<file path="config.mk">
export PLATFORM = sky130hd
export DESIGN_NAME = lbe_row_unit
export DESIGN_NICKNAME = d
export VERILOG_FILES = /design/src/rtl/lbe_pkg.sv /design/src/rtl/lbe_row_unit.sv
export SDC_FILE = /design/constraint.sdc
export NUM_CORES = 1
export LEC_CHECK = 0
export BUFFER_PORTS_ARGS = -buffer_cell sky130_fd_sc_hd__buf_2
export CAP_MARGIN = 40
export CORE_MARGIN = 8
export CORE_UTILIZATION = 40
export DETAILED_ROUTE_END_ITERATION = 6
export PLACE_DENSITY_LB_ADDON = 0.08
export SETUP_SLACK_MARGIN = 0.3
export SLEW_MARGIN = 15
export SYNTH_ARGS = -nofsm -noshare
export SYNTH_HDL_FRONTEND = slang
export SYNTH_SLANG_ARGS = --single-unit
</file>
<file path="constraint.sdc">
create_clock -name vclk -period 3.7
set_clock_uncertainty 0.15 [all_clocks]
set_input_delay 0.37 -clock vclk [all_inputs]
set_output_delay 0.37 -clock vclk [all_outputs]
set_load 0.01 [all_outputs]
</file>
<file path="src/rtl/lbe_pkg.sv">
// shared constants and codes for the life board engine
package lbe_pkg;

   // board geometry and pixel scaling
   localparam int BOARD_SIZE  = 64;
   localparam int CELL_PIXELS = 5;
   localparam int ROW_AW      = $clog2(BOARD_SIZE);

   // request and response field widths
   localparam int ACTION_W = 2;
   localparam int PIXEL_W  = 9;
   localparam int OUT_W    = 64;

   // columns shown on the response row
   localparam int ROW_SHOW = (BOARD_SIZE < OUT_W) ? BOARD_SIZE : OUT_W;

   // sweep counter runs 0 .. BOARD_SIZE + 1 during a sweep
   localparam int CNT_W = $clog2(BOARD_SIZE + 2);

   // pixel to cell index: floor((p - 1) / CELL_PIXELS) by reciprocal multiply
   localparam int DIV_SHIFT = 16;
   localparam int RECIP_W   = DIV_SHIFT + 1;
   localparam logic [RECIP_W-1:0] DIV_RECIP =
      RECIP_W'((2 ** DIV_SHIFT) / CELL_PIXELS + 1);
   localparam int MUL_W = PIXEL_W + RECIP_W;
   localparam logic [PIXEL_W:0] IDX_LIMIT = (PIXEL_W + 1)'(BOARD_SIZE);

   // action codes
   localparam logic [ACTION_W-1:0] ACT_TOGGLE = 2'd0;
   localparam logic [ACTION_W-1:0] ACT_STEP   = 2'd1;
   localparam logic [ACTION_W-1:0] ACT_READ   = 2'd2;

endpackage

</file>
<file path="src/rtl/lbe_row_unit.sv">
// next-generation rule for one board row from the row itself and the rows above and below
module lbe_row_unit (
   input  logic [lbe_pkg::BOARD_SIZE-1:0] above,
   input  logic [lbe_pkg::BOARD_SIZE-1:0] cur,
   input  logic [lbe_pkg::BOARD_SIZE-1:0] below,
   output logic [lbe_pkg::BOARD_SIZE-1:0] next_row
);
   import lbe_pkg::*;

   // one dead cell padded on each side of every row
   logic [BOARD_SIZE+1:0] above_pad;
   logic [BOARD_SIZE+1:0] cur_pad;
   logic [BOARD_SIZE+1:0] below_pad;

   assign above_pad = {1'b0, above, 1'b0};
   assign cur_pad   = {1'b0, cur, 1'b0};
   assign below_pad = {1'b0, below, 1'b0};

   always_comb begin
      logic [3:0] n;
      for (int c = 0; c < BOARD_SIZE; c++) begin
         n = 4'(above_pad[c]) + 4'(above_pad[c+1]) + 4'(above_pad[c+2])
           + 4'(cur_pad[c])                        + 4'(cur_pad[c+2])
           + 4'(below_pad[c]) + 4'(below_pad[c+1]) + 4'(below_pad[c+2]);
         // birth on three, survival on two or three
         next_row[c] = (n == 4'd3) || (cur[c] && (n == 4'd2));
      end
   end

endmodule
</file>
Word level (Yosys, flattened, before mapping) --
Cells that the tools add are included.
Storage, ports and cells: flip-flop bits (word level) 0, word-level logic and storage cells 697, input port bits 192, output and inout bits 64
Operators by class: reduce and logical (&&, ||, !) cells 128, add/subtract/negate cells 441, equal/unequal tests 128
Operators with widths (number):
- adder 4 x 1 -> 4 bit | 252
- == test 4 x 2 -> 1 bit (second input constant) | 128
- adder 3 x 1 -> 4 bit | 63
- adder 2 x 1 -> 3 bit | 63
- adder 1 x 1 -> 2 bit | 63
- logical AND 1 bit | 64
- logical OR 1 bit | 64

Logic depth before layout (Yosys ltp) --
depth in word-level cells 10, gate-level depth with buffers 9, mapped depth without buffers 9

Least setup slack after synthesis --
No wires, ideal clock.
path type input to output, start point in above[30] in the netlist's numbering, end point out next_row[31] in the netlist's numbering, cell stages on the path 9, data required time 3.180 ns, arrival 2.917 ns, slack 0.263 ns, buffers on the path 0, cells stage by stage inv_1 > fa_1 > fa_1 > fa_1 > inv_1 > ha_1 > fa_1 > or2_0 > a21oi_1
Between the ends: cells in the longest elaborated chain, start to end 10, elaborated cells between the ends (all ways) 11, those cells by class add/sub (7); eq/ne (2); reduce/logical (2)
RTL lines:
- start: declaration | RTL line lbe_row_unit.sv:3 | input logic [lbe_pkg::BOARD_SIZE-1:0] above,
- adder 1 x 1 -> 2 bit (*) | RTL line lbe_row_unit.sv:22 | n = 4'(above_pad[c]) + 4'(above_pad[c+1]) + 4'(above_pad[c+2])
- adder 2 x 1 -> 3 bit (*) | RTL line lbe_row_unit.sv:22
- adder 3 x 1 -> 4 bit (*) | RTL line lbe_row_unit.sv:23 | + 4'(cur_pad[c]) + 4'(cur_pad[c+2])
- adder 4 x 1 -> 4 bit (*) | RTL line lbe_row_unit.sv:23
- adder 4 x 1 -> 4 bit (*) (3 in series) | RTL line lbe_row_unit.sv:24 | + 4'(below_pad[c]) + 4'(below_pad[c+1]) + 4'(below_pad[c+2]);
- == test 4 x 2 -> 1 bit | RTL line lbe_row_unit.sv:26 | next_row[c] = (n == 4'd3) || (cur[c] && (n == 4'd2));
- logical AND 1 bit | RTL line lbe_row_unit.sv:26
- logical OR 1 bit (*) | RTL line lbe_row_unit.sv:26
- end: declaration | RTL line lbe_row_unit.sv:6 | output logic [lbe_pkg::BOARD_SIZE-1:0] next_row
Mark *: on every way between the ends. The rest lies on a longest branch, timed or not.

Worst setup path after layout --
start point in above[56] in the netlist's numbering, end point out next_row[56] in the netlist's numbering
The elaborated chain is that of the path after synthesis.

==> results.json <==
{
  "outcome": "complete, no violations",
  "grt_usage": 0.152,
  "hold_buffers": 0,
  "worstMarginPinSlew_ns": 0.251,
  "hpwl_um": 22800,
  "place_area_mm2": 0.0129,
  "fin_area_mm2": 0.0145,
  "critical_path_arrival_ns": 3.12,
  "synthCells": 1197,
  "nets": 2140,
  "grt_overflow": 0,
  "n_clock_buffer": 0,
  "wire_per_inst_um": 12.9,
  "die_h_um": 180,
  "drc_errors": 0,
  "vias": 8313,
  "finalHoldViolCount": 0,
  "max_freq_mhz": 274,
  "yosysTopAreaCellShare": 0.471,
  "final_max_slew_viol_count": 0,
  "dp.cells": 1829,
  "area_delta_synth_final_pct": 35.4,
  "power_density_mw_per_mm2": 288,
  "fin_total_pwr_mw": 4.17,
  "portBuffers": 256,
  "num_rows": 60,
  "min_path_type": "input port to output port",
  "final_core_util": 0.544,
  "antenna_found_initial": 3,
  "io_pins": 256,
  "fill_cells": 2532,
  "cellLeakagePower_nw": 7.47,
  "die_w_um": 180,
  "post-route-period-util": 0.985,
  "core_mm2": 0.0267,
  "seq_cells": 0,
  "first_pass_iters": 4,
  "synth_area_leaders": "fa_1 (47%), ha_1 (22%), inv_1 (15%), a21oi_1 (5.7%), nand3_1 (2.9%)",
  "initial_core_util": 0.402,
  "end_kind": "output port",
  "dieArea_mm2": 0.0323,
  "seq_area_frac_synth": 0,
  "max-cap-violations": 0,
  "holdWs_ns": 0.932,
  "register_area_um2": 0,
  "rsz0062_at_grt": "yes",
  "synth_nets": 1829,
  "drt-initial-drc-count": 116,
  "synth.distinct_cells": 14,
  "drt-vias-per-instance": 4.50,
  "path_max_fanout": 2,
  "finalSetupViolCount": 0,
  "ys_warn_count": 0,
  "setup_slack_ns": 0.0562,
  "finalWorstPathRequiredPeriod_ns": 3.64,
  "setup.worst_path.start_class": "input port",
  "fin_cells": 1847,
  "drive_gt1_frac": 0.436,
  "antenna_cells": 0,
  "syn_avg_cell_area_um2": 8.95,
  "peakVddDrop_uv": 144,
  "place_congestion": 0.790,
  "grt_pass1_wl_um": 42600,
  "synth_area_mm2": 0.0107,
  "relSlewSlack": 0.832,
  "postRouteAntennaNets": 0,
  "setup_tns_ns": 0,
  "pre_cts_ws_ns": -0.0548,
  "grt_pass1_vias": 9381,
  "crit_required_ns": 3.18,
  "yosys.area.top_type": "fa_1",
  "finalWirelength_um": 23700,
  "grt_max_degree": 4,
  "crit_type": "input port to output port"
}
-- layer usage --
layer / track usage / share of wire
met5: 0 / 0.0015
met1: 0.189 / 0.43
met4: 0 / 0.00017
met2: 0.277 / 0.50
met3: 0.0379 / 0.069
-- layout by cell type (no fill, tap or decap) --
master / Yosys / routed
inv_6: 0 / 21
ha_2: 0 / 37
or2_1: 44 / 55
clkinv_8: 0 / 1
o21ai_0: 61 / 2
nor2b_1: 1 / 1
buf_6: 0 / 38
nor3_2: 0 / 1
ha_1: 188 / 127
inv_1: 442 / 304
or2_0: 17 / 6
inv_2: 0 / 81
nor2_1: 4 / 4
a21oi_2: 0 / 60
a31oi_1: 1 / 1
buf_8: 0 / 31
inv_8: 0 / 1
a21oi_1: 122 / 62
nand3_1: 61 / 61
buf_12: 0 / 1
o21ai_2: 0 / 27
ha_4: 0 / 24
nor3b_1: 2 / 2
buf_4: 0 / 69
inv_4: 0 / 34
fa_1: 252 / 191
buf_2: 0 / 170
fa_2: 0 / 61
o21ai_1: 0 / 32
nand2_1: 1 / 1
-- final timing paths --
check             startpoint      endpoint  slack, ns  cells past startpoint
setup / recovery   above[56]  next_row[56]       0.06                     11
hold / removal        cur[5]   next_row[5]       0.93                      4
-- critical path, cell delays in order --
cell,delay [ns]
buf_8,0.09
inv_6,0.03
fa_1,0.55
fa_1,0.44
fa_1,0.56
inv_2,0.05
ha_4,0.16
fa_2,0.36
or2_1,0.25
a21oi_2,0.13
buf_2,0.14
-- synth_stat cells --
library cell,instances
o21ai_0,61
nand3_1,61
nor2_1,4
nor3_1,1
a21oi_1,122
a31oi_1,1
nor2b_1,1
ha_1,188
or2_1,44
nand2_1,1
fa_1,252
or2_0,17
inv_1,442
nor3b_1,2
-- cells by family (layout without fill, tap and decap cells) --
family                     after synthesis  count (layout)  share of synthesized area
AOI/OAI and AO/OA                      184             184                     0.0861
adders and majority gates              440             440                      0.691
buffers and inverters                  442             751                      0.155
and+or+nand+nor                        131             131                     0.0683
-- power breakdown --
part	leakage (nW)	switching (mW)	internal, mW
Combinational	7.47	2.19	1.99
Sequential	0	0	0
Clock	0	0	0
Total	7.47	2.19	1.99
-- repair_timing --
action / CTS / global route
gates resized for setup: 383 / 217
setup endpoints to repair: 61 / 62
pin swaps: 146 / 121
buffers inserted: 9 / 9
-- area by class of cell --
class / count / area, um^2 / area share
Inverter: 442 / 1870 / 0.129
Tap cell: 341 / 427 / 0.0294
Multi-Input combinational cell: 755 / 9930 / 0.684
Timing Repair Buffer: 309 / 2280 / 0.157
(Power assumes the default switching activity.)
